**config.mk**
```make
export PLATFORM = sky130hd
export DESIGN_NAME = ssh_bank
export DESIGN_NICKNAME = d
export VERILOG_FILES = /design/src/rtl/ssh_pkg.sv /design/src/rtl/ssh_ram.sv /design/src/rtl/ssh_bank.sv
export SDC_FILE = /design/constraint.sdc
export NUM_CORES = 2
export LEC_CHECK = 0
export ABC_AREA = 0
export BUFFER_PORTS_ARGS = -buffer_cell sky130_fd_sc_hd__buf_4
export CAP_MARGIN = 20
export CORE_UTILIZATION = 55
export DETAILED_ROUTE_END_ITERATION = 16
export PLACE_DENSITY = 0.85
export REMOVE_ABC_BUFFERS = 1
export SYNTH_ARGS = -nofsm -noshare
export SYNTH_HDL_FRONTEND = slang
export SYNTH_SLANG_ARGS = --single-unit
```
**constraint.sdc**
```tcl
create_clock -name clk -period 5.3 [get_ports clk]
set_input_delay 0 -clock clk [delete_from_list [all_inputs] [get_ports clk]]
set_output_delay 0 -clock clk [all_outputs]
set_load 0.05 [all_outputs]
```
**src/rtl/ssh_pkg.sv**
```systemverilog
package ssh_pkg;

	localparam int NUM_SCORES_IN = 3;
	localparam int HIST_W = 32;
	localparam int SCORE_FRAC_W = 16;

	// 0.999 in Q0.16, rounded down.
	localparam logic [15:0] CLAMP_Q16 = 16'd65470;

	localparam logic KIND_PIXEL = 1'b0;
	localparam logic KIND_READ = 1'b1;

	localparam logic RES_IMAGE = 1'b0;
	localparam logic RES_BIN = 1'b1;

	localparam logic [1:0] SET_MAX_CLASS = 2'd0;
	localparam logic [1:0] SET_ABOVE = 2'd1;
	localparam logic [1:0] SET_PER_IMAGE = 2'd2;

	typedef struct packed {
		logic kind;
		logic signed [15:0] pixel_value;
		logic [NUM_SCORES_IN-1:0][15:0] score;
		logic last;
		logic [1:0] read_set;
		logic [1:0] read_class;
		logic [5:0] read_bin;
	} item_t;

	typedef struct packed {
		logic kind;
		logic [HIST_W-1:0] count;
	} result_t;

endpackage

```
**src/rtl/ssh_ram.sv**
```systemverilog
module ssh_ram #(
	parameter int WIDTH = 32,
	parameter int DEPTH = 64,
	localparam int AW = $clog2(DEPTH)
) (
	input logic clk,
	input logic we,
	input logic [AW-1:0] waddr,
	input logic [WIDTH-1:0] wdata,
	input logic re,
	input logic [AW-1:0] raddr,
	output logic [WIDTH-1:0] rdata
);

	logic [WIDTH-1:0] mem [DEPTH];

	always_ff @(posedge clk) begin
		if (we) begin
			mem[waddr] <= wdata;
		end
	end

	// A read at the address being written returns the old contents.
	always_ff @(posedge clk) begin
		if (re) begin
			rdata <= mem[raddr];
		end
	end

endmodule

```
**src/rtl/ssh_bank.sv**
```systemverilog
module ssh_bank #(
	parameter int DEPTH = 50,
	localparam int AW = $clog2(DEPTH)
) (
	input logic clk,
	input logic arst_n,
	input logic adv,
	input logic inc,
	input logic [AW-1:0] addr,
	output logic [ssh_pkg::HIST_W-1:0] data
);

	logic inc_s4;
	logic [AW-1:0] addr_s4;
	logic [DEPTH-1:0] vld_q;
	logic wr_v_q;
	logic [AW-1:0] wr_addr_q;
	logic [ssh_pkg::HIST_W-1:0] wr_data_q;
	logic [ssh_pkg::HIST_W-1:0] rdata;
	logic [ssh_pkg::HIST_W-1:0] wdata;
	logic fwd;
	logic we;

	ssh_ram #(
		.WIDTH(ssh_pkg::HIST_W),
		.DEPTH(DEPTH)
	) u_ram (
		.clk(clk),
		.we(we),
		.waddr(addr_s4),
		.wdata(wdata),
		.re(adv),
		.raddr(addr),
		.rdata(rdata)
	);

	// The write of the previous transaction lands at the same edge as this
	// read, so the RAM misses it and it is taken from the write register.
	assign fwd = wr_v_q && (wr_addr_q == addr_s4);
	assign data = fwd ? wr_data_q : (vld_q[addr_s4] ? rdata : '0);
	assign wdata = (&data) ? data : data + 1'b1;
	assign we = adv && inc_s4;

	always_ff @(posedge clk or negedge arst_n) begin
		if (!arst_n) begin
			inc_s4 <= 1'b0;
			vld_q <= '0;
			wr_v_q <= 1'b0;
		end else if (adv) begin
			inc_s4 <= inc;
			wr_v_q <= we;
			if (we) begin
				vld_q[addr_s4] <= 1'b1;
			end
		end
	end

	always_ff @(posedge clk) begin
		if (adv) begin
			addr_s4 <= addr;
			wr_addr_q <= addr_s4;
			wr_data_q <= wdata;
		end
	end

endmodule

```
==> results.json <==
{
  "end_kind": "flip-flop",
  "ir_drop_uv": 363,
  "synth_mux_area_share_pct": 18.2,
  "synth_edf_count": 1676,
  "viasPerCell": 7.36,
  "grt-ovfl-total": 0,
  "tritoncts": "built",
  "grt_max_degree": 82,
  "synthSimpleGateAreaFrac_pct": 1.96,
  "clkPwrFrac_pct": 40.0,
  "clkSinkCount": 1728,
  "synth_area_leaders": "edfxtp_1 75%, mux4_2 17%, dfrtp_1 1.9%",
  "startpoint_type": "flip-flop",
  "synth_top_area_cell": "edfxtp_1",
  "synth_fa_ha_area_share_pct": 0.0187,
  "drt-pass1-iter-count": 9,
  "rows": 127,
  "finalWorstSetupSlack_ps": 160,
  "r2r-start": "addr_s4[2]",
  "finalHoldViolCount": 0,
  "clock_skew_ps": 44.4,
  "clk_latency_ps": 800,
  "cp.required_ps": 5820,
  "cp.buffers_inverters": 3,
  "syn_inst": 2802,
  "arrival_ps": 5660,
  "final_cells": 4764,
  "drive_gt1_share_pct": 36.0,
  "yosysMostFrequentCell": "edfxtp_1",
  "outcome": "finished clean",
  "synth_compound_area_share_pct": 1.16,
  "syn_area_per_cell_um2": 23.8,
  "setup_violations": 0,
  "timing.final.crit_share_pct": 97.0,
  "cts_buffers": 160,
  "async_flop_share_pct": 3.01,
  "pre_cts_slack_ps": 380,
  "globalplace.congestion": 0.919,
  "synth_area_um2": 66800,
  "seqPwrFrac_pct": 53.2,
  "grtUsageTotal_pct": 33.3,
  "coreArea_um2": 120000,
  "synth_top_family_by_area": "multiplexers",
  "grt_pass1_vias": 35233,
  "ys_types": 68,
  "wl_per_cell_um": 42.3,
  "antenna_found_initial": 9,
  "dp.cells": 4453,
  "yosys_warnings": 0,
  "min_from": "addr[0]",
  "cts.clk_slew.worst_paths_ps": 70,
  "syn_to_final_growth_pct": 13.9,
  "fp.dieArea_um2": 123000,
  "io_pins": 42,
  "synth_xor_area_share_pct": 0.381,
  "dp_hpwl_mm": 105,
  "ant_nets": 0,
  "crit_slowest_cell": "edfxtp_1",
  "power_density_nw_per_um2": 384,
  "portBuffers": 41,
  "initial_core_util_pct": 55.6,
  "max_freq_mhz": 195,
  "synth_seq_area_share_pct": 77.3,
  "hp-class": "input pin to flip-flop",
  "finalMaxSlewViolations": 0,
  "critPathMaxFanout": 51,
  "clk_path_buf_depth": 3,
  "slowest_delay_ps": 680,
  "crit_chain": "buf_4 > or4_1 > o21ai_1 > nor4_1 > and4bb_4 > nor2_2 > buf_4 > a22o_1 > ha_1 > nand4_4 > nor4_4 > nand2_2 > a31oi_2 > buf_4",
  "rsz0062_at_grt": "false",
  "synthTopCellsByCount": "1676 x edfxtp_1, 514 x mux4_2, 88 x clkbuf_1, 61 x nor2_1, 52 x dfrtp_1",
  "ys_seq_elements": 1728,
  "fp.dieH_um": 350,
  "maxSlewHeadroom_pct": 17.2,
  "drv_cap": 0,
  "comb_power_share_pct": 6.8,
  "power.switching_uw": 6630,
  "crit_type": "flip-flop to flip-flop",
  "crit_top_cell": "buf_4",
  "p_int_uw": 22600,
  "crit_start": "addr_s4[2]",
  "drt_wl_total_mm": 202,
  "period_needed_ps": 5140,
  "crit_family": "simple AND/OR/NAND/NOR gates",
  "leakage_uw": 0.0245,
  "via_count": 35055,
  "drc": 0,
  "holdWs_ps": 164,
  "p_sw_share_pct": 22.7,
  "die_x_um": 350,
  "htree_levels": 4,
  "grt_pass1_wl_mm": 276,
  "fillers": 7287,
  "nets": 3029,
  "worst_pin_slew_ps": 1240,
  "synth_ff_type": "edfxtp_1",
  "cts-root-buf": "clkbuf_16",
  "synth_top_area_share_pct": 75.4,
  "dr.first_iter.drc_count": 6909
}
==> cell families after synthesis <==
kind of cell / after synthesis
XOR/XNOR: 29
AO/OA/AOI/OAI: 93
multiplexers: 563
buffers and inverters: 154
flip-flops: 1728
adder cells (fa/ha/maj): 1
AND/OR/NAND/NOR: 234
==> path summary, 6_finish.rpt <==
kind	endpoint	slack (ps)	cells past startpoint
setup / recovery	u_ram.mem[30][4]	160	14
hold / removal	addr_s4[0]	160	2
setup reg to reg	u_ram.mem[30][4]	160	14
hold reg to reg	vld_q[25]	470	1
max in group asynchronous	vld_q[1]	4760	4
min in group asynchronous	inc_s4	320	4
==> stage by stage <==
step	total power (uW)	instance area (um2)	setup TNS (ps)	util (%)
final	29200	76000	0	63.3
after global placement	17600	70400	0	58.6
after floorplan	16800	66100	-3865410	-
after detailed placement	17700	70500	0	58.7
after global routing	29700	76000	0	63.3
after CTS	29200	75900	0	63.2
==> power by group through the flow <==
stage | sequential (uW) | clock (uW) | combinational [uW]
after CTS | 15500 | 11700 | 1930
after global routing | 15600 | 12100 | 2030
after global placement | 15800 | 0 | 1770
final | 15600 | 11700 | 1980
after floorplan | 15800 | 0 | 1040
after detailed placement | 15800 | 0 | 1880
==> cell usage in the layout (no fill, tap or decap), types with 6 or more instances in the layout <==
| cell | n |
|---|---|
| dfrtp_1 | 52 |
| edfxtp_1 | 1676 |
| clkbuf_1 | 22 |
| nor2_4 | 50 |
| nand3b_1 | 7 |
| mux2i_1 | 12 |
| mux4_2 | 514 |
| clkinvlp_4 | 6 |
| clkbuf_8 | 9 |
| nand3_1 | 21 |
| a22o_1 | 23 |
| buf_4 | 146 |
| buf_12 | 35 |
| nand4_1 | 8 |
| nand2b_1 | 9 |
| inv_1 | 10 |
| nand2_1 | 32 |
| and2_1 | 9 |
| nor3_1 | 6 |
| a22oi_1 | 8 |
| clkbuf_16 | 160 |
| or2_2 | 51 |
| mux2_2 | 36 |
| nor2_1 | 11 |
| xnor2_2 | 22 |
| o21ai_0 | 9 |
| bufinv_16 | 15 |
| dlygate4sd3_1 | 10 |
| clkinv_1 | 32 |
| clkinv_8 | 8 |
| clkinv_2 | 33 |
==> routing by layer <==
| metal | track usage [%] | up-vias | share of wire, % |
|---|---|---|---|
| met2 | 52.1 | 3827 | 47 |
| li1 | - | 12413 | - |
| met1 | 40.8 | 17886 | 31 |
| met4 | 21.0 | 6 | 7.7 |
| met5 | 0 | - | 0.021 |
| met3 | 10.2 | 923 | 15 |
==> cell type report <==
class	instances	area, um2	share of cell area (%)
Antenna cell	2	5.00	0.00659
Timing Repair Buffer	197	2010	2.64
Tap cell	1612	2020	2.65
Clock buffer	190	4200	5.52
Inverter	11	41.3	0.0543
Multi-Input combinational cell	920	15000	19.8
Clock inverter	104	1060	1.40
Sequential cell	1728	51600	67.9
==> registers in the layout, summed over array words and instances, names as in the netlist <==
name,cells
wr_data_q,32
vld_q,50
addr_s4,6
u_ram.rdata,32
u_ram.mem,1600
wr_v_q,1
inc_s4,1
wr_addr_q,6
==> repair_timing <==
item	in CTS	in global routing
setup endpoints to repair	0	67
hold buffers	11	0
gates resized for setup	0	0
buffers inserted	0	1
endpoints found under the hold margin	89	0
Note: power is estimated with default switching activity, not from simulation.
