--- config.mk ---
export PLATFORM = sky130hd
export DESIGN_NAME = ssh_cbin
export DESIGN_NICKNAME = d
export VERILOG_FILES = /design/src/rtl/ssh_cbin.sv
export SDC_FILE = /design/constraint.sdc
export NUM_CORES = 1
export LEC_CHECK = 0
export BUFFER_PORTS_ARGS = -buffer_cell sky130_fd_sc_hd__buf_2
export CAP_MARGIN = 10
export CORE_UTILIZATION = 40
export CTS_CLUSTER_SIZE = 10
export DETAILED_ROUTE_END_ITERATION = 8
export GPL_TIMING_DRIVEN = 0
export SLEW_MARGIN = 0
export SYNTH_ARGS = -nofsm -noshare
export SYNTH_HDL_FRONTEND = slang
export SYNTH_SLANG_ARGS = --single-unit
--- constraint.sdc ---
create_clock -name clk -period 6.4 [get_ports clk]
set_input_delay 1.6 -clock clk [delete_from_list [all_inputs] [get_ports clk]]
set_output_delay 1.6 -clock clk [all_outputs]
set_load 0.01 [all_outputs]
--- src/rtl/ssh_cbin.sv ---
module ssh_cbin #(
	parameter int SCORE_BINS = 50,
	parameter int COUNT_RANGE = 500,
	localparam int CR_W = $clog2(COUNT_RANGE),
	localparam int SB_W = $clog2(SCORE_BINS + 1)
) (
	input logic clk,
	input logic adv,
	input logic [CR_W-1:0] n,
	input logic ovf,
	output logic [SB_W-1:0] bin
);

	localparam int SBIN_W = $clog2(SCORE_BINS);
	localparam int SH = CR_W + 1;
	localparam int C_W = SBIN_W + 2;
	localparam longint RECIP = (longint'(SCORE_BINS) << SH) / longint'(COUNT_RANGE);
	localparam int PW = SB_W + CR_W + 1;

	logic [CR_W+C_W-1:0] prod;
	logic [CR_W+SB_W-1:0] x_w;
	logic [SBIN_W-1:0] q0_s3;
	logic [CR_W+SB_W-1:0] x_s3;
	logic ovf_s3;
	logic [SB_W-1:0] nxt;
	logic [PW-1:0] thr;

	// The reciprocal estimate is low by at most one; the next stage fixes it.
	assign prod = n * C_W'(RECIP);
	assign x_w = n * SB_W'(SCORE_BINS);

	always_ff @(posedge clk) begin
		if (adv) begin
			q0_s3 <= prod[SH +: SBIN_W];
			x_s3 <= x_w;
			ovf_s3 <= ovf;
		end
	end

	assign nxt = SB_W'(q0_s3) + 1'b1;
	assign thr = PW'(nxt) * PW'(COUNT_RANGE);

	always_comb begin
		if (ovf_s3) begin
			bin = SB_W'(SCORE_BINS);
		end else if (PW'(x_s3) >= thr) begin
			bin = nxt;
		end else begin
			bin = SB_W'(q0_s3);
		end
	end

endmodule

==> results of run 1 <==
==> kinds of logic after synthesis <==
logic type,after synthesis
adder cells (fa/ha/maj),107
buffers and inverters,68
AND/OR/NAND/NOR,56
AO/OA/AOI/OAI,54
XOR/XNOR,28
flip-flops,21
multiplexers,7
==> state kept, by name, indices dropped and copies added, names as in the netlist <==
name    cells
ovf_s3      1
q0_s3       6
x_s3       14
==> placed cells by master (no fill, tap or decap), types with 6 or more instances in the layout <==
master    netlist  final
a21o_1          7      7
a21oi_1        17     14
buf_2           1     15
buf_4           0     21
buf_6           0      6
edfxtp_1       21     21
fa_1           25     23
ha_1           82     74
ha_4            0      8
inv_1          64     53
inv_2           0      9
nand3_1         9      6
nor2_1         24     22
nor3_1          6      6
xnor2_1        17     14
xor2_1         11      9
==> routing by layer <==
metal,track usage,up-vias
li1,-,1259
met1,0.1853,1149
met2,0.2938,27
met3,0.009709,11
met4,0.05513,0
met5,0,-
==> metrics by stage <==
stage / TNS, ns / std cells / hold slack [ns] / instance area, sq um / utilization
6_report: -1.992 / 493 / 1.518 / 4198 / 0.5109
4_1_cts: -2.508 / 480 / 1.504 / 4005 / 0.4874
2_1_floorplan: 0 / 341 / 1.699 / 3491 / -
3_5_place_dp: -3.272 / 463 / 1.779 / 3707 / 0.4512
5_1_grt: -3.414 / 493 / 1.512 / 4198 / 0.5109
3_3_place_gp: -3.067 / 463 / 1.777 / 3707 / 0.4512
==> timing repair <==
item / 4_1_cts / 5_1_grt
hold buffers: 0 / 0
cloned: 0 / 0
setup endpoints to repair: 6 / 6
pin swaps: 34 / 29
gates resized for setup: 33 / 17
setup buffers: 13 / 13
==> worst max path at each step <==
stage                  start  endpoint  slack [ns]  cells past startpoint
finish              q0_s3[2]    bin[2]       -0.39                     24
global route        q0_s3[0]    bin[3]       -0.62                     22
CTS                 q0_s3[2]    bin[3]       -0.47                     20
detailed placement  q0_s3[0]    bin[2]       -0.61                     21
global placement    q0_s3[1]    bin[2]       -0.57                     20
floorplan           q0_s3[2]    bin[3]       0.003                     19
==> final cells by class <==
cell class	instances	area share
multi-input combinational	252	0.6653
sequential	21	0.1502
timing repair buffer	43	0.07839
inverter	64	0.05842
tap	105	0.03130
clock buffer	3	0.009836
buffer	4	0.005365
clock inverter	1	0.001192
==> critical path: stages, from the launching register on <==
cell,delay [ns]
edfxtp_1,0.47
buf_6,0.14
nand3_4,0.10
buf_12,0.15
xnor2_4,0.14
buf_4,0.16
ha_1,0.29
ha_1,0.27
inv_1,0.04
fa_1,0.50
inv_2,0.06
fa_2,0.40
a21o_1,0.21
a211oi_2,0.27
nor2_1,0.08
nor2_1,0.13
xor2_1,0.22
ha_1,0.29
a21oi_2,0.14
o21ai_2,0.09
a21oi_4,0.14
buf_12,0.14
a21boi_2,0.06
mux2_4,0.33
buf_6,0.12
==> flow_metrics.py, run 1 <==
metrics = {
    "timing": {
        "setup_ws_ns": -0.3944,
        "clock.fmax_mhz": 147.2,
        "final_max_slew_viol_count": 0,
        "setup_viol_count_final": 6,
        "maxSlewHeadroom": 0.6752,
        "worstMarginPinSlew_ns": 0.4861,
        "post-route-period-util": 1.062,
        "rsz0062_at_grt": "true",
        "fin_crit_ns": 6.794,
        "hold_viol": 0,
    },
    "placement": {
        "pre_cts_ws_ns": -0.6118,
        "io_buffers": 17,
        "hpwl_mm": 5.334,
        "gp_congestion": 0.8488,
    },
    "final_layout": {
        "fin_nets": 508,
        "seq_area_sq_um": 630.6,
        "multi_input_area_sq_mm": 0.002793,
        "n_antenna_cell": 0,
        "layout-drive-gt1-share": 0.2526,
        "area_delta_synth_final_pct": 23.80,
        "fillerInstances": 732,
    },
    "hold_path": {
        "holdPathStages": 1,
        "worstHoldStart": "ovf",
        "hold_path.class": "in -> reg",
        "hold-path-endpoint": "ovf_s3",
    },
    "logic_synthesis": {
        "yosysMostFrequentCell": "ha_1",
        "synth_cells": 341,
        "synth-xor-area-share": 0.07232,
        "ys_types": 37,
        "ys_async_sr_fraction": 0,
        "ys_seq_elements": 21,
        "synth_warnings": 0,
        "synth_top_family_by_area": "adder cells",
        "synth.area.mux_share": 0.02362,
        "synth_top_flop_cell": "edfxtp_1",
        "synth_top_area_share": 0.3026,
        "yosys.area_share.adder": 0.4502,
        "synth_area_leaders": "ha_1, edfxtp_1, fa_1, inv_1, xnor2_1",
        "syn-num-nets": 460,
        "synth_compound_area_frac": 0.1144,
        "synth-seq-area-share": 0.1860,
        "synth_area_sq_mm": 0.003391,
        "synthSimpleGateAreaFrac": 0.07786,
        "synth_area_leader_cell": "ha_1",
        "synth_area_per_cell_sq_um": 9.944,
        "synth-edff-count": 21,
        "synthTopCellsByCount": "ha_1, inv_1, fa_1, nor2_1, edfxtp_1",
    },
    "routing": {
        "wl_mm": 6.465,
        "m1WireLength_mm": 2.925,
        "routedWlPerCell_microns": 13.11,
        "drt-vias-per-instance": 4.961,
        "highest-signal-layer": "met4",
        "antenna_left": 0,
        "drt_pass1_iterations": 4,
        "dr_wl_met3_microns": 91,
        "dr_total_vias": 2446,
        "drt_iter0_markers": 31,
        "route.detailed.drc": 0,
        "met2WireLength_mm": 3.339,
    },
    "global_routing": {
        "grt_overflow_total": 0,
        "grt_usage": 0.1562,
        "grt_pass1_wl_mm": 10.90,
        "antenna_found_initial": 0,
        "grt_pass1_vias": 2481,
        "grt_start_max_net_pins": 22,
    },
    "job": {
        "max_cap_violations": 0,
    },
    "setup_path": {
        "critPathRequiredTime_ns": 4.80,
        "worstPathMaxFanout": 8,
        "worst-endpoint-arrival_ns": 5.19,
        "startpoint_type": "register",
        "critPathCaptureType": "output pin",
        "crit_type": "reg -> out",
    },
    "floorplanning": {
        "die-area_sq_mm": 0.008849,
        "ios": 18,
        "die_h_microns": 94.07,
        "die_w_microns": 94.07,
        "initial_utilization": 0.4127,
        "core-area_sq_mm": 0.008217,
        "rows": 33,
    },
    "run_status": {
        "outcome": "finished, violations left",
        "failed_checks": "negative setup slack",
    },
    "clock_tree": {
        "htreeDepth": 1,
        "cts.sinks": 21,
        "clock_path_buffers": 2,
        "path_clk_slew_ns": 0.07,
        "cts_tree": "done",
        "numCtsBuffers": 3,
        "root_buffer": "clkbuf_8",
    },
}
Power of run 1 is not shown: default switching activity piles up to over one toggle a cycle in this logic, so the estimate is an artifact.
==> run 2, diff against run 1 <==
- CELL_PAD_IN_SITES_DETAIL_PLACEMENT: unset -> 0
- CELL_PAD_IN_SITES_GLOBAL_PLACEMENT: unset -> 1
- PLACE_DENSITY_LB_ADDON: unset -> 0.1
==> run 2 against run 1 <==
The run still ends with negative setup slack left. Global-route usage increased by 0.78 points. Die area did not move. Routed wire length grew 1.7%. Count of clock-buffer cells in the layout grew 1. Cell area fell by 0.39%. Via count shrank 1.7%. Hold slack gained 0.0036 ns. Sequential share of layout area grew 0.058 points. Non-clock buffer count increased by 4. Flip-flop and latch count did not move. Setup slack got worse by 0.0064 ns. Final cell count up 0.81%. Critical endpoint unchanged.
==> flow_metrics.py, run 2 (same netlist as run 1, synthesis figures left out) <==
metrics = {
    "floorplanning": {
        "initial_utilization": 0.4127,
        "die-area_sq_mm": 0.008849,
        "die_h_microns": 94.07,
        "die_w_microns": 94.07,
        "rows": 33,
        "core-area_sq_mm": 0.008217,
        "ios": 18,
    },
    "timing": {
        "fin_crit_ns": 6.801,
        "post-route-period-util": 1.063,
        "hold_viol": 0,
        "worstMarginPinSlew_ns": 0.4985,
        "setup-tns-final_ns": -2.164,
        "rsz0062_at_grt": "true",
        "maxSlewHeadroom": 0.6669,
        "clock.fmax_mhz": 147.0,
        "final_max_slew_viol_count": 0,
        "setup_viol_count_final": 6,
        "setup_ws_ns": -0.4008,
    },
    "setup_path": {
        "critPathCaptureType": "output pin",
        "slowest_stage": "edfxtp_1",
        "crit_type": "reg -> out",
        "path_cells": "buf_6 -> ha_4 -> inv_4 -> ha_4 -> xnor2_4 -> ha_1 -> inv_2 -> fa_1 -> inv_1 -> ha_2 -> fa_2 -> a21o_1 -> a211oi_4 -> o21ai_1 -> o21ai_1 -> xnor2_1 -> ha_1 -> and4_4 -> o311ai_4 -> a21boi_2 -> mux2_4 -> buf_6",
        "startpoint_type": "register",
        "worst-endpoint-arrival_ns": 5.20,
        "worstPathMaxFanout": 6,
        "critPathRequiredTime_ns": 4.80,
        "slowest_delay_ns": 0.49,
    },
    "clock_tree": {
        "numCtsBuffers": 3,
        "path_clk_slew_ns": 0.07,
        "postCtsHoldBufs": 0,
        "cts.sinks": 21,
        "root_buffer": "clkbuf_8",
        "htreeDepth": 1,
        "cts_tree": "done",
        "clock_path_buffers": 2,
    },
    "final_layout": {
        "layout_common_cells": "ha_1, inv_1, buf_4, fa_1, nor2_1",
        "fin_nets": 512,
        "top_register": "x_s3",
        "area_delta_synth_final_pct": 23.32,
        "layout-drive-gt1-share": 0.2449,
        "n_antenna_cell": 0,
        "largest_reg_flops": 14,
        "reg.largest.list": "x_s3: 14 flops, q0_s3: 6 flops, ovf_s3: 1 flops",
        "final_common_cell": "ha_1",
        "fillerInstances": 768,
    },
    "global_routing": {
        "grt_usage": 0.1640,
        "antenna_found_initial": 0,
        "grt_overflow_total": 0,
        "grt_pass1_vias": 2501,
        "grt_pass1_wl_mm": 11.26,
        "grt_start_max_net_pins": 22,
    },
    "run_status": {
        "failed_checks": "negative setup slack",
        "outcome": "finished, violations left",
    },
    "hold_path": {
        "hold_path.class": "in -> reg",
    },
    "routing": {
        "antenna_left": 0,
        "routedWlPerCell_microns": 13.23,
        "drt_pass1_iterations": 4,
        "drt-vias-per-instance": 4.837,
        "wl_mm": 6.577,
        "dr_total_vias": 2404,
        "route.detailed.drc": 0,
        "drt_iter0_markers": 18,
    },
    "placement": {
        "pre_cts_ws_ns": -0.6781,
        "gp_congestion": 0.8129,
        "hpwl_mm": 5.555,
        "io_buffers": 17,
    },
    "job": {
        "max_cap_violations": 0,
    },
}
==> run 2: cell count changes in the layout (fill, tap and decap cells not counted), sizes merged <==
cell    before  now
buf         45   49
clkbuf       5    6
clkinv       1    0
==> run 2: area by class of cell <==
type / instances / area [sq um] / area share
repair buffers: 47 / 350.3 / 0.08378
inverters: 64 / 242.7 / 0.05805
multi-input cells: 252 / 2759 / 0.6598
clock buffers: 4 / 45.04 / 0.01077
plain buffers: 4 / 22.52 / 0.005386
flip-flops and latches: 21 / 630.6 / 0.1508
well taps: 105 / 131.4 / 0.03142
==> run 2: worst paths after layout <==
| path | startpoint | to | depth (start not counted) |
|---|---|---|---|
| min | ovf | ovf_s3 | 1 |
| max | q0_s3[1] | bin[2] | 22 |
==> run 2: layer usage <==
layer / vias to the layer above / GRT usage / routed length (microns)
li1: 1267 / - / -
met1: 1116 / 0.1916 / 2946
met2: 17 / 0.3242 / 3528
met3: 4 / 0.004854 / 40
met4: 0 / 0.04103 / 61
met5: - / 0 / 0
==> run 2: what timing repair did <==
item / CTS / global route
buffers inserted: 24 / 6
setup endpoints to repair: 6 / 6
gates resized for setup: 42 / 5
hold endpoints to repair: 0 / 0
pin swaps: 37 / 8
==> run 2: worst max-delay path: cells and delay by family (launching register included) <==
| family | cells | cell delay, ns |
|---|---|---|
| and+or+nand+nor | 1 | 0.27 |
| adders and majority gates | 7 | 2.18 |
| xor gates and xnor gates | 2 | 0.23 |
| DFF | 1 | 0.49 |
| AOI/OAI and AO/OA | 6 | 1.04 |
| muxes | 1 | 0.32 |
| buffers and inverters | 5 | 0.41 |
==> run 2: through the flow <==
step	hold WS [ns]	area [sq um]	utilization	std cells
after floorplan	1.699	3491	-	341
after global placement	1.776	3707	0.4512	463
after detailed placement	1.778	3707	0.4512	463
after CTS	1.514	4101	0.4992	491
after global routing	1.506	4182	0.5089	497
final	1.521	4182	0.5089	497
Power of run 2 is left out for the same reason.
==> run 3, diff against run 2 <==
- MAX_ROUTING_LAYER: unset -> met4
- SETUP_SLACK_MARGIN: unset -> 0.05
==> run 3 against run 2 <==
The run still ends with negative setup slack left. Hold slack better by 0.0081 ns. Routed wire length rose by 1.1%. Non-clock buffer count is the same. Utilization is 0.41 points lower. Die area is the same. Critical path depth fell by 1. Final cell count did not move. Count of clock-buffer cells in the layout unchanged. First-iteration DRC count fell by 11%. Via count down 0.79%. Critical path type unchanged.
==> flow_metrics.py, run 3 (same netlist as run 1, synthesis figures left out) <==
metrics = {
    "routing": {
        "route.detailed.drc": 0,
        "drt_iter0_markers": 16,
        "wl_mm": 6.652,
        "dr_total_vias": 2385,
        "antenna_left": 0,
        "routedWlPerCell_microns": 13.38,
        "drt_pass1_iterations": 4,
        "drt-vias-per-instance": 4.799,
    },
    "timing": {
        "clock.fmax_mhz": 146.6,
        "worstMarginPinSlew_ns": 0.4859,
        "setup-tns-final_ns": -2.324,
        "maxSlewHeadroom": 0.6753,
        "rsz0062_at_grt": "true",
        "hold_viol": 0,
        "whs_ns": 1.529,
        "final_max_slew_viol_count": 0,
        "fin_crit_ns": 6.823,
        "setup_ws_ns": -0.4230,
        "post-route-period-util": 1.066,
        "setup_viol_count_final": 6,
    },
    "clock_tree": {
        "cts_tree": "done",
        "clock_path_buffers": 2,
        "postCtsHoldBufs": 0,
        "htreeDepth": 1,
        "path_clk_slew_ns": 0.07,
        "root_buffer": "clkbuf_8",
        "cts.sinks": 21,
        "numCtsBuffers": 3,
    },
    "final_layout": {
        "area_delta_synth_final_pct": 22.32,
        "fin_nets": 512,
        "final_common_cell": "ha_1",
        "fin_area_sq_mm": 0.004148,
        "top_register": "x_s3",
        "layout-drive-gt1-share": 0.2321,
        "layout_common_cells": "ha_1, inv_1, buf_4, fa_1, nor2_1",
        "n_antenna_cell": 0,
        "reg.largest.list": "x_s3: 14 flops, q0_s3: 6 flops, ovf_s3: 1 flops",
        "largest_reg_flops": 14,
        "fin_util": 0.5048,
    },
    "setup_path": {
        "critPathRequiredTime_ns": 4.80,
        "crit_type": "reg -> out",
        "worst-endpoint-arrival_ns": 5.22,
        "startpoint_type": "register",
        "worstPathMaxFanout": 7,
        "critPathCaptureType": "output pin",
    },
    "global_routing": {
        "grt_overflow_total": 0,
        "grt_pass1_wl_mm": 11.42,
        "grt_usage": 0.1699,
        "grt_pass1_vias": 2520,
        "antenna_found_initial": 0,
        "grt_start_max_net_pins": 22,
    },
    "floorplanning": {
        "rows": 33,
        "ios": 18,
        "die-area_sq_mm": 0.008849,
        "initial_utilization": 0.4127,
        "die_h_microns": 94.07,
        "die_w_microns": 94.07,
        "core-area_sq_mm": 0.008217,
    },
    "run_status": {
        "failed_checks": "negative setup slack",
        "outcome": "finished, violations left",
    },
    "job": {
        "max_cap_violations": 0,
    },
    "placement": {
        "gp_congestion": 0.8003,
        "placed_area_sq_mm": 0.003732,
        "hpwl_mm": 5.593,
        "io_buffers": 17,
    },
    "hold_path": {
        "hold_path.class": "in -> reg",
    },
}
## run 3: area by class of cell
class	instances	area (sq um)
fill	777	4069
multi-input combinational	252	2748
sequential	21	630.6
timing repair buffer	47	330.3
inverter	64	240.2
tap	105	131.4
clock buffer	4	45.04
buffer	4	22.52
## run 3: stage by stage
step           std cells  setup slack, ns
2_1_floorplan        341          0.07024
3_3_place_gp         463          -0.5749
3_5_place_dp         463          -0.5414
4_1_cts              496          -0.4284
5_1_grt              497          -0.6544
6_report             497          -0.4230
## run 3: final timing paths
check / from / to / slack, ns / cells after the start
max: q0_s3[1] / bin[3] / -0.42 / 21
min: ovf / ovf_s3 / 1.53 / 1
## run 3: metal layers
metal  wire length, microns  vias to the layer above  track usage
met5                      0                        -            -
li1                       -                     1264            -
met3                     42                        5     0.002427
met2                   3585                       16       0.3291
met1                   2963                     1100       0.1954
met4                     61                        0      0.03462
## run 3: worst max-delay path, stage by stage (launching register included)
cell and delay [ns]:
edfxtp_1 0.42, buf_6 0.14, ha_4 0.18, xnor2_4 0.16
inv_2 0.07, ha_4 0.24, xnor2_4 0.14, buf_4 0.14
fa_1 0.56, fa_1 0.46, ha_4 0.28, a21o_1 0.18
a211oi_2 0.28, nor2_1 0.08, nor2_1 0.12, xor2_1 0.19
ha_1 0.28, and4_4 0.22, a21oi_4 0.26, a21oi_2 0.10
mux2_4 0.32, buf_6 0.12
## run 3: what timing repair did
action,in CTS,in global routing
pin swaps,38,7
setup buffers,29,1
resized for setup,29,1
gates cloned,0,0
setup endpoints to repair,6,6
Power of run 3 is left out for the same reason.
