## src/rtl/ssh_pkg.sv

```systemverilog
package ssh_pkg;

	localparam int NUM_SCORES_IN = 3;
	localparam int HIST_W = 32;
	localparam int SCORE_FRAC_W = 16;

	// 0.999 in Q0.16, rounded down.
	localparam logic [15:0] CLAMP_Q16 = 16'd65470;

	localparam logic KIND_PIXEL = 1'b0;
	localparam logic KIND_READ = 1'b1;

	localparam logic RES_IMAGE = 1'b0;
	localparam logic RES_BIN = 1'b1;

	localparam logic [1:0] SET_MAX_CLASS = 2'd0;
	localparam logic [1:0] SET_ABOVE = 2'd1;
	localparam logic [1:0] SET_PER_IMAGE = 2'd2;

	typedef struct packed {
		logic kind;
		logic signed [15:0] pixel_value;
		logic [NUM_SCORES_IN-1:0][15:0] score;
		logic last;
		logic [1:0] read_set;
		logic [1:0] read_class;
		logic [5:0] read_bin;
	} item_t;

	typedef struct packed {
		logic kind;
		logic [HIST_W-1:0] count;
	} result_t;

endpackage

```

## src/rtl/ssh_front.sv

```systemverilog
module ssh_front #(
	parameter int CLASS_COUNT = 3,
	parameter int SCORE_BINS = 50,
	parameter int COUNT_RANGE = 500,
	parameter int MAX_IMAGE_PIXELS = 1048576,
	localparam int CLS_W = $clog2(CLASS_COUNT),
	localparam int SBIN_W = $clog2(SCORE_BINS),
	localparam int CR_W = $clog2(COUNT_RANGE)
) (
	input logic clk,
	input logic arst_n,
	input logic adv,
	input logic vld,
	input ssh_pkg::item_t item,
	input logic signed [15:0] thresh,
	output logic above,
	output logic [CLS_W-1:0] best,
	output logic [CLASS_COUNT-1:0][SBIN_W-1:0] sbin,
	output logic [CLASS_COUNT-1:0][CR_W-1:0] ncnt,
	output logic [CLASS_COUNT-1:0] ovf,
	output logic [31:0] img_count
);

	localparam int CNT_W = $clog2(MAX_IMAGE_PIXELS + 1);
	localparam int MW = (CNT_W > CR_W + 1) ? CNT_W : CR_W + 1;
	localparam int SB_W = $clog2(SCORE_BINS + 1);

	logic [15:0] sc [CLASS_COUNT];
	logic [15:0] best_s;
	logic pixel;
	logic hit;
	logic [CNT_W-1:0] cls_cnt_q [CLASS_COUNT];
	logic [CNT_W-1:0] cls_nx [CLASS_COUNT];
	logic [CNT_W-1:0] abv_cnt_q;
	logic [CNT_W-1:0] abv_nx;

	assign above = $signed(item.pixel_value) > thresh;
	assign pixel = vld && (item.kind == ssh_pkg::KIND_PIXEL);
	assign hit = pixel && above;

	for (genvar g = 0; g < CLASS_COUNT; g++) begin : g_cls
		logic [15:0] clamped;
		logic [15+SB_W:0] prod;
		logic [MW-1:0] ext;

		// Classes past the carried scores see a score of zero.
		if (g < ssh_pkg::NUM_SCORES_IN) begin : g_in
			assign sc[g] = item.score[g];
		end else begin : g_zero
			assign sc[g] = '0;
		end

		assign clamped = (sc[g] > ssh_pkg::CLAMP_Q16) ? ssh_pkg::CLAMP_Q16 : sc[g];
		assign prod = clamped * SB_W'(SCORE_BINS);
		assign sbin[g] = prod[ssh_pkg::SCORE_FRAC_W +: SBIN_W];

		assign cls_nx[g] = (hit && (best == CLS_W'(g)) &&
			(cls_cnt_q[g] < CNT_W'(MAX_IMAGE_PIXELS))) ? cls_cnt_q[g] + 1'b1 : cls_cnt_q[g];
		assign ext = MW'(cls_nx[g]);
		assign ovf[g] = ext >= MW'(COUNT_RANGE);
		assign ncnt[g] = ext[CR_W-1:0];
	end

	// Strict compare starting from zero, so ties keep the lower class.
	always_comb begin
		best_s = '0;
		best = '0;
		for (int c = 0; c < CLASS_COUNT; c++) begin
			if (sc[c] > best_s) begin
				best_s = sc[c];
				best = CLS_W'(c);
			end
		end
	end

	assign abv_nx = (hit && (abv_cnt_q < CNT_W'(MAX_IMAGE_PIXELS))) ?
		abv_cnt_q + 1'b1 : abv_cnt_q;
	assign img_count = 32'(abv_nx);

	always_ff @(posedge clk or negedge arst_n) begin
		if (!arst_n) begin
			abv_cnt_q <= '0;
			for (int c = 0; c < CLASS_COUNT; c++) begin
				cls_cnt_q[c] <= '0;
			end
		end else if (adv && pixel) begin
			if (item.last) begin
				abv_cnt_q <= '0;
				for (int c = 0; c < CLASS_COUNT; c++) begin
					cls_cnt_q[c] <= '0;
				end
			end else begin
				abv_cnt_q <= abv_nx;
				for (int c = 0; c < CLASS_COUNT; c++) begin
					cls_cnt_q[c] <= cls_nx[c];
				end
			end
		end
	end

endmodule

```

## config.mk

```make
export PLATFORM = sky130hd
export DESIGN_NAME = ssh_front
export DESIGN_NICKNAME = d
export VERILOG_FILES = /design/src/rtl/ssh_pkg.sv /design/src/rtl/ssh_front.sv
export SDC_FILE = /design/constraint.sdc
export NUM_CORES = 1
export LEC_CHECK = 0
export ABC_AREA = 0
export BUFFER_PORTS_ARGS = -buffer_cell sky130_fd_sc_hd__buf_2
export CAP_MARGIN = 20
export CORE_MARGIN = 4
export CORE_UTILIZATION = 64
export CTS_CLUSTER_SIZE = 40
export DETAILED_ROUTE_END_ITERATION = 7
export PLACE_DENSITY = 0.95
export SETUP_SLACK_MARGIN = 0.5
export SLEW_MARGIN = 10
export SYNTH_ARGS = -nofsm -noshare
export SYNTH_HDL_FRONTEND = slang
export SYNTH_SLANG_ARGS = --single-unit
```

## constraint.sdc

```tcl
create_clock -name clk -period 11.9 [get_ports clk]
set_input_delay 1.19 -clock clk [delete_from_list [all_inputs] [get_ports clk]]
set_output_delay 1.19 -clock clk [all_outputs]
set_load 0.05 [all_outputs]
```

==> results.yml, run 1 <==
hold_path:
  worstHoldEndpoint: "cls_cnt_q[46]$_DFFE_PN0P_"
  hold_path_class: "reg2reg"
  hp-start: "cls_cnt_q[46]$_DFFE_PN0P_"
  holdPathStages: 1
synthesis:
  synth.most_common_cell: "ha_1"
  synth_sequential_area_ratio_pct: 18.6
  syn-cell-area_sq_mm: 0.0113
  ffs_latches_synth: 84
  synthesis_warning_total: 0
  yosysUniqueCellTypes: 67
  yosys.area.top_type_share_pct: 22.4
  netlist_top_cells_area: "ha_1 (22%), dfrtp_1 (19%), inv_1 (6.7%)"
  postSynthAreaPerCell_sq_um: 7.88
  synth_common_cells: "ha_1 (203), inv_1 (202), nand2_1 (137)"
  synth_async_sr_flop_share_pct: 100
  synth_top_cell_by_area: "ha_1"
  syn_inst: 1437
  synth-main-ff-cell: "dfrtp_1"
  number_of_synthesized_flops_with_an_enable_pin: 0
global_route:
  global_route_wire_length_before_repair_mm: 48.8
  initial_antenna_violation_count: 0
  grt_pass1_vias: 10700
  grt_util_all_layers_pct: 29.0
  maximum_number_of_pins_on_one_net_before_global_route_repair: 98
  grt_remaining_overflow: 0
floorplanning:
  fp.dieW_um: 141
  row_count: 48
  io-pin-count: 179
  initial_core_util_pct: 65.5
  height_of_the_die_um: 141
  design.core.area_sq_mm: 0.0173
  floorplan.die_area_sq_mm: 0.0199
cells_and_area:
  layout_area_growth_over_synthesis_pct: 9.73
  post_route_cells_drive_above_1_share_pct: 13.1
  final_nets: 1856
  antennaDiodeCount: 0
  final-instance-count-excl-fill: 1757
clock_tree:
  cts_made_buffers: 9
  clkSlewWorstSetupHoldPaths_ns: 0.06
  clock_tree.buffer_depth: 2
  root_buffer: "clkbuf_16"
  tritoncts_num_sinks: 84
  ctsHoldBuffers: 0
  clk_latency_ns: 0.35
  htree_depth: 3
  cts_resizes: 0
  tritoncts: "done"
  post_cts_buffers: 0
drt:
  drc: 0
  vias_per_cell: 6.18
  detail_route.wl_per_cell_um: 16.7
  drtAntennaViolNets: 0
  totalWireLength_mm: 29.3
  drt_first_pass_iters: 7
  first_iter_violations: 929
  routed-via-count: 10900
timing:
  min_period_over_period_pct: 69.2
  tightestPinTransition_ns: 0.984
  skew_ns: 0.00725
  final_max_slew_viol_count: 0
  setup-violations-final: 0
  hold_viol_final: 0
  peak_freq_mhz: 122
  timing.max_slew.rel_slack_pct: 34.4
  unrepaired_setup_endpoints_after_global_routing: "false"
  totalNegativeSetupSlack_ns: 0
  finalCriticalPeriod_ns: 8.23
place:
  placed_cells_incl_taps: 1739
  port-buffer-count: 157
  gp_routability_congestion: 0.948
  hpwl_detailed_mm: 22.4
pwr:
  ir_worst_vdd_v: 0.000117
  report.power.total_uw: 1190
  power_density_mw_per_mm2: 96.1
  p_leak_uw: 0.00660
worst_setup_path:
  cp_common_cell: "nand4_1"
  critPathLaunch: "item[25]"
  r2r-start: "cls_cnt_q[23]$_DFFE_PN0P_"
  critical_path.cell_chain: "buf_2 -> inv_1 -> ha_1 -> nand4_1 -> nor4_1 -> inv_1 -> nand2_2 -> mux2i_1 -> ha_1 -> nor2b_1 -> o211ai_1 -> a21oi_1 -> o31ai_2 -> o211a_1 -> nand4_1 -> nor4_2 -> mux2_2 -> o21ai_0 -> nand4_1 -> buf_2"
  endpoint_required_time_on_the_critical_path_ns: 10.71
  arrival_ns: 7.04
  critical_path.reg2reg.endpoint: "cls_cnt_q[38]$_DFFE_PN0P_"
  timing.reg2reg.worst_path_depth: 8
  end_kind: "output pin"
  slowest_delay_ns: 0.71
  cp_slowest_cell: "nor4_1"
  reg2reg_slack_ns: 9.17
  crit_path_max_fanout: 28
  worst-setup-path-type: "in2out"
  critPathLaunchType: "input port"
outcome:
  outcome: "finished clean"
flow_run:
  drv_cap: 0
sequential cells by signal, summed over array words and instances (netlist names):
| register | cells |
|---|---|
| abv_cnt_q | 21 |
| cls_cnt_q | 63 |
routing by layer:
layer  track usage, %  vias to the layer above  share of wire, %
met2             51.2                      610                49
met3             4.78                      146               8.3
met5                0                        -                 0
met1             34.9                     5011                38
met4             12.5                        0               4.5
li1                 -                     5098                 -
final cells by class:
type,count,area [sq um]
clock buffers,13,260
clock inverters,3,68.8
fillers,1222,4870
inverters,203,764
multi-input cells,1066,8100
flip-flops and latches,84,2100
well taps,225,282
repair buffers,163,857
kinds of logic (layout without fill, tap and decap cells):
| logic type | after synthesis | after routing | synth area share (%) |
|---|---|---|---|
| AO/OA/AOI/OAI | 238 | 238 | 13.3 |
| other | 1 | 11 | 0.0331 |
| AND/OR/NAND/NOR | 468 | 468 | 20.4 |
| buffers and inverters | 297 | 382 | 10.4 |
| adder cells (fa/ha/maj) | 233 | 233 | 27.7 |
| multiplexers | 51 | 51 | 4.57 |
| XOR/XNOR | 65 | 65 | 5.03 |
| flip-flops | 84 | 84 | 18.6 |
report_power, final:
part	internal, uW	switching (uW)	leakage (uW)
Sequential	293	12.8	0.00107
Combinational	189	389	0.00537
Clock	196	114	0.000160
how the worst max path moves through the flow:
stage | slack (ns) | end
after global placement | 3.98 | ovf[1]
after global routing | 3.29 | ovf[0]
after floorplan | 4.32 | ovf[1]
after CTS | 3.74 | ovf[0]
final | 3.67 | ovf[0]
after detailed placement | 3.85 | ovf[0]
per-stage QoR:
stage	cell area, sq um	hold slack (ns)	util, %	setup slack, ns
6_report	12400	0.557	71.9	3.67
5_1_grt	12400	0.595	71.9	3.29
4_1_cts	12400	0.559	71.6	3.74
3_5_place_dp	12100	0.540	69.7	3.85
3_3_place_gp	12100	0.529	69.7	3.98
2_1_floorplan	11400	0.508	-	4.32
cell usage in the layout, fill, tap and decap left out, drive strengths merged, types with 7 or more instances in the layout:
cell / n
clkbuf: 13
a21oi: 65
nor2: 101
o21ai: 74
nand3: 49
a22o: 22
conb: 11
o31ai: 12
ha: 203
nand2b: 21
nor4: 18
xor2: 30
nand4: 42
and4: 9
and3: 15
nor3: 38
nand2: 138
inv: 203
o22ai: 7
xnor2: 35
mux2i: 45
or3: 8
nor2b: 7
dfrtp: 84
buf: 163
o211ai: 8
fa: 30
a21o: 9
critical path: cells and delay by family:
family | cells | cell delay (ns)
adders and majority gates | 2 | 0.59
AOI/OAI and AO/OA | 5 | 1.23
muxes | 2 | 0.66
and+or+nand+nor | 7 | 2.70
buffers and inverters | 4 | 0.64
Note: power is estimated with default switching activity, not from simulation.
==> run 2, diff against run 1 <==
Settings changed: CORE_UTILIZATION 64 to 54, PLACE_DENSITY 0.95 to 0.88.
Clock period 11.9 ns to 7.09 ns, I/O delays scaled along.
==> run 2 against run 1 <==
  * Wire length shrank 6.2%
  * Combinational power grew 64%
  * Worst hold slack lost 0.27 ns
  * Global-route usage shrank 5.9 points
  * Count of clock-buffer cells in the layout shrank 4
  * Total power grew 66%
  * Die area grew 17%
  * Sequential share of layout area shrank 0.19 points
  * Critical path depth grew 3
  * Largest power group unchanged
==> results.yml, run 2 (synthesis gave the netlist of run 1 again) <==
flow_run:
  drv_cap: 0
timing:
  hold_ws_ns: 0.286
  tightestPinTransition_ns: 0.900
  hold_viol_final: 0
  final_max_slew_viol_count: 0
  timing.max_slew.rel_slack_pct: 39.8
  finalCriticalPeriod_ns: 6.40
  totalNegativeSetupSlack_ns: 0
  timing.final.ws_setup_ns: 0.691
  peak_freq_mhz: 156
  setup-violations-final: 0
  min_period_over_period_pct: 90.3
  skew_ns: 0.00562
  unrepaired_setup_endpoints_after_global_routing: "true"
cells_and_area:
  layout.cells.most_common: "ha_1"
  top_regs: "cls_cnt_q (63), abv_cnt_q (21)"
  sequential_cell_area_sq_mm: 0.00210
  layout_area_growth_over_synthesis_pct: 11.0
  largest_register_ff_count: 63
  final-instance-count-excl-fill: 1810
  post_route_cells_drive_above_1_share_pct: 14.0
  antennaDiodeCount: 0
  layout.filler_cells: 1662
  most-common-layout-cells: "ha_1 (203), inv_1 (202), buf_2 (156), nand2_1 (136), nor2_1 (100)"
  final_nets: 1864
  largest_register: "cls_cnt_q"
  multi_input_area_sq_mm: 0.00815
drt:
  first_iter_violations: 715
  drt_first_pass_iters: 5
  drtAntennaViolNets: 0
  routed-via-count: 10400
  totalWireLength_mm: 27.5
  drc: 0
  vias_per_cell: 5.76
  detail_route.wl_per_cell_um: 15.2
outcome:
  outcome: "finished clean"
place:
  placed_cells_incl_taps: 1793
  hpwl_detailed_mm: 21.6
  port-buffer-count: 157
  pre_cts_slack_ns: 0.401
  gp_routability_congestion: 0.959
global_route:
  gr-usage-met2_pct: 39.6
  maximum_number_of_pins_on_one_net_before_global_route_repair: 84
  grt_pass1_vias: 10000
  global_route_wire_length_before_repair_mm: 46.5
  grt_remaining_overflow: 0
  globalRouteMet1Util_pct: 29.7
  grt_util_all_layers_pct: 23.1
  globalRoute.busiestLayer: "met2"
  global_route.usage.met3_pct: 3.70
  initial_antenna_violation_count: 0
pwr:
  switching_share_of_total_power_pct: 43.6
  sequential_power_share_pct: 25.9
  ir_worst_vdd_v: 0.000141
  p_leak_uw: 0.00667
  proportion_of_power_drawn_by_the_clock_network_pct: 26.3
  report.power.total_uw: 1980
  power.internal_uw: 1120
  power_density_mw_per_mm2: 158
  total_switching_power_uw: 864
  pwr-share-comb_pct: 47.8
clock_tree:
  clkSlewWorstSetupHoldPaths_ns: 0.07
  clock_tree.buffer_depth: 2
  root_buffer: "clkbuf_16"
  clk_latency_ns: 0.35
  cts_made_buffers: 9
  htree_depth: 3
  tritoncts: "done"
  tritoncts_num_sinks: 84
worst_setup_path:
  critPathLaunchType: "input port"
  cp_slowest_cell: "or3_4"
  endpoint_required_time_on_the_critical_path_ns: 6.38
  arrival_ns: 5.69
  slowest_delay_ns: 0.43
  cp_common_cell: "nand4_1"
  end_kind: "output pin"
  crit_path_max_fanout: 18
  worst-setup-path-type: "in2out"
  critical_path.cell_chain: "buf_2 -> inv_1 -> ha_1 -> nand4_1 -> a2111o_1 -> nand4_1 -> nand2_4 -> buf_4 -> nor2_1 -> a21oi_1 -> ha_1 -> nand4_2 -> nor4_2 -> nor3_1 -> o31ai_2 -> and2_4 -> inv_4 -> or3_4 -> o31a_1 -> a2111oi_2 -> o2111a_1 -> nand4_1 -> buf_2"
floorplanning:
  fp.dieW_um: 153
  io-pin-count: 179
  design.core.area_sq_mm: 0.0204
  row_count: 52
  initial_core_util_pct: 55.5
  height_of_the_die_um: 153
  floorplan.die_area_sq_mm: 0.0234
hold_path:
  hold_path_class: "in2async"
-- run 2: power by group through the flow --
stage	registers [uW]	logic, uW	clock network, uW
2_1_floorplan	514	731	0
3_3_place_gp	520	909	0
3_5_place_dp	522	943	0
4_1_cts	513	950	525
5_1_grt	516	1060	547
6_report	513	948	522
-- run 2: layout make-up --
| type | count | share of cell area (%) |
|---|---|---|
| multi-input combinational | 1066 | 64.8 |
| tap | 270 | 2.69 |
| inverter | 203 | 6.08 |
| sequential | 84 | 16.7 |
| timing repair buffer | 171 | 7.11 |
| clock inverter | 7 | 0.786 |
| clock buffer | 9 | 1.79 |
-- run 2: path summary, 6_finish.rpt --
| check | from | endpoint | slack [ns] | depth (start not counted) |
|---|---|---|---|---|
| hold / removal | arst_n | abv_cnt_q[17]$_DFFE_PN0P_ | 0.29 | 1 |
| setup / recovery | item[22] | ovf[1] | 0.69 | 23 |
| hold reg to reg | cls_cnt_q[19]$_DFFE_PN0P_ | cls_cnt_q[19]$_DFFE_PN0P_ | 0.55 | 2 |
| setup reg to reg | cls_cnt_q[41]$_DFFE_PN0P_ | cls_cnt_q[38]$_DFFE_PN0P_ | 4.53 | 7 |
| max in group asynchronous | arst_n | cls_cnt_q[51]$_DFFE_PN0P_ | 5.76 | 2 |
| min in group clk | cls_cnt_q[19]$_DFFE_PN0P_ | cls_cnt_q[19]$_DFFE_PN0P_ | 0.55 | 2 |
-- run 2: stage by stage --
stage / utilization [%] / cell area [sq um]
3_5_place_dp: 59.7 / 12200
2_1_floorplan: - / 11400
6_report: 61.5 / 12600
4_1_cts: 61.3 / 12500
3_3_place_gp: 59.7 / 12200
5_1_grt: 61.5 / 12600
-- run 2: repair_timing --
item | 4_1_cts | 5_1_grt
resized for setup | 2 | 7
hold buffers | 0 | 0
setup buffers | 0 | 1
setup endpoints to repair | 1 | 7
pin swaps | 0 | 1
-- run 2: worst max-delay path: cells and delay by family --
kind,cells,cell delay (ns)
compound gates,6,1.50
simple gates,10,2.07
fa+ha+maj,2,0.64
buf+inv,5,0.76
-- run 2: per-layer routing --
layer / routed length [um] / part of all wire [%]
met1: 11700 / 43
met2: 13500 / 49
met3: 1460 / 5.3
met4: 846 / 3.1
met5: 0 / 0
==> run 3, diff against run 2 <==
Settings changed: CORE_UTILIZATION 54 to 35, PLACE_DENSITY 0.88 to 0.64.
==> run 3 against run 2 <==
  * First-iteration DRC count down 37%
  * Via count decreased by 3.2%
  * Sequential share of layout area decreased by 0.32 points
  * Count of clock-buffer cells in the layout is 1 higher
  * Final area grew 1.9%
  * Global-route usage shrank 7.0 points
  * Critical endpoint unchanged
  * Register-to-register slack worse by 0.05 ns
  * Clock power fell by 9.6%
  * Sequential cell count unchanged
  * Maximum frequency rose by 0.19%
  * Die area up 51%
  * Wire length rose by 4.4%
==> results.yml, run 3 (synthesis gave the netlist of run 1 again) <==
cells_and_area:
  finish.utilization_pct: 40.4
  top_regs: "cls_cnt_q (63), abv_cnt_q (21)"
  post_route_cells_drive_above_1_share_pct: 14.6
  largest_register: "cls_cnt_q"
  final_nets: 1876
  most-common-layout-cells: "ha_1 (203), inv_1 (202), buf_2 (155), nand2_1 (136), nor2_1 (99)"
  layout.cells.most_common: "ha_1"
  largest_register_ff_count: 63
  layout_area_growth_over_synthesis_pct: 13.1
  layout.filler_cells: 3227
  antennaDiodeCount: 0
floorplanning:
  initial_core_util_pct: 35.7
  height_of_the_die_um: 188
  design.core.area_sq_mm: 0.0317
  fp.dieW_um: 188
  row_count: 65
  floorplan.die_area_sq_mm: 0.0353
  io-pin-count: 179
timing:
  min_period_over_period_pct: 90.1
  timing.max_slew.rel_slack_pct: 36.8
  totalNegativeSetupSlack_ns: 0
  peak_freq_mhz: 157
  final_max_slew_viol_count: 0
  tightestPinTransition_ns: 0.947
  setup-violations-final: 0
  hold_viol_final: 0
  skew_ns: 0.0101
  hold_ws_ns: 0.199
  unrepaired_setup_endpoints_after_global_routing: "true"
  timing.final.ws_setup_ns: 0.703
  finalCriticalPeriod_ns: 6.39
worst_setup_path:
  critPathLaunchType: "input port"
  arrival_ns: 5.68
  end_kind: "output pin"
  endpoint_required_time_on_the_critical_path_ns: 6.38
  worst-setup-path-type: "in2out"
  reg2reg_slack_ns: 4.48
  timing.reg2reg.worst_path_depth: 8
  r2r-start: "cls_cnt_q[24]$_DFFE_PN0P_"
  critical_path.reg2reg.endpoint: "cls_cnt_q[33]$_DFFE_PN0P_"
  critPathLaunch: "item[18]"
  crit_path_max_fanout: 12
pwr:
  report.power.total_uw: 1940
  proportion_of_power_drawn_by_the_clock_network_pct: 24.3
  p_leak_uw: 0.00671
  pwr-share-comb_pct: 49.3
  power_density_mw_per_mm2: 152
  switching_share_of_total_power_pct: 44.4
  sequential_power_share_pct: 26.4
  power.internal_uw: 1080
  total_switching_power_uw: 862
  ir_worst_vdd_v: 0.000111
clock_tree:
  root_buffer: "clkbuf_16"
  clkSlewWorstSetupHoldPaths_ns: 0.06
  tritoncts: "done"
  clock_tree.buffer_depth: 2
  tritoncts_num_sinks: 84
  cts_made_buffers: 9
  htree_depth: 3
  clk_latency_ns: 0.35
global_route:
  grt_remaining_overflow: 0
  maximum_number_of_pins_on_one_net_before_global_route_repair: 94
  initial_antenna_violation_count: 0
  grt_util_all_layers_pct: 16.1
  global_route_wire_length_before_repair_mm: 48.8
  grt_pass1_vias: 10100
place:
  port-buffer-count: 157
  hpwl_detailed_mm: 22.5
  gp_routability_congestion: 0.916
  pre_cts_slack_ns: 0.239
hold_path:
  hold_path_class: "in2async"
drt:
  vias_per_cell: 5.17
  amount_of_wire_on_met3_after_detailed_routing_mm: 1.13
  dr_wl_met2_mm: 13.8
  drtAntennaViolNets: 0
  maxUsedRoutingLayer: "met4"
  routed-via-count: 10100
  m1WireLength_mm: 13.2
  detail_route.wl_per_cell_um: 14.7
  drt_first_pass_iters: 5
  totalWireLength_mm: 28.7
  drc: 0
  first_iter_violations: 453
flow_run:
  drv_cap: 0
outcome:
  outcome: "finished clean"
-- run 3: cell types whose count changed in the layout (fill, tap and decap cells not counted), sizes merged --
cell | previous run | this run
clkinvlp | 1 | 0
bufinv | 2 | 1
inv | 205 | 203
buf | 171 | 181
clkinv | 2 | 4
nand2 | 138 | 139
clkbuf | 9 | 11
-- run 3: area by class of cell --
cell class / instances / area, sq um / area share, %
Clock buffer: 10 / 229 / 1.79
Clock inverter: 5 / 53.8 / 0.420
Inverter: 203 / 764 / 5.97
Multi-Input combinational cell: 1067 / 8170 / 63.8
Sequential cell: 84 / 2100 / 16.4
Tap cell: 402 / 503 / 3.93
Timing Repair Buffer: 182 / 986 / 7.70
-- run 3: metrics by stage --
step / cells / instance area [sq um]
2_1_floorplan: 1447 / 11400
3_3_place_gp: 1932 / 12400
3_5_place_dp: 1932 / 12400
4_1_cts: 1947 / 12700
5_1_grt: 1953 / 12800
6_report: 1953 / 12800
-- run 3: worst max path at each step --
stage	end	cells after the start
2_1_floorplan	ovf[1]	22
3_3_place_gp	ovf[1]	21
3_5_place_dp	ovf[1]	23
4_1_cts	ovf[1]	22
5_1_grt	ovf[1]	22
6_report	ovf[1]	23
-- run 3: layer usage --
metal | track usage, % | vias to the layer above
met3 | 2.77 | 36
met5 | 0 | -
met2 | 27.7 | 196
met1 | 21.3 | 4741
met4 | 3.59 | 0
li1 | - | 5123
-- run 3: worst max-delay path: stages --
cell and delay (ns):
buf_2 0.17, inv_1 0.06, ha_1 0.31, nand4_1 0.19, a2111o_1 0.44, nand4_1 0.12, buf_4 0.15, nand2_4 0.11
buf_4 0.20, o21ai_0 0.22, ha_1 0.20, nor2b_1 0.05, o211ai_1 0.20, a21oi_1 0.13, o31ai_4 0.36, and2_1 0.24
inv_4 0.06, or3_4 0.44, o31a_1 0.33, a2111oi_2 0.33, o2111a_1 0.24, nand4_1 0.14, buf_2 0.25
-- run 3: power by group through the flow --
stage	Sequential (uW)	Combinational [uW]	Clock (uW)
6_report	513	959	472
3_5_place_dp	522	956	0
3_3_place_gp	521	935	0
4_1_cts	513	963	483
5_1_grt	516	1090	504
2_1_floorplan	514	731	0
-- run 3: timing repair --
action	4_1_cts	5_1_grt
endpoints found under the hold margin	0	0
resized for setup	3	7
hold buffers	0	0
cloned	0	1
setup endpoints to repair	3	3
pin swaps	0	4
buffers inserted	0	4
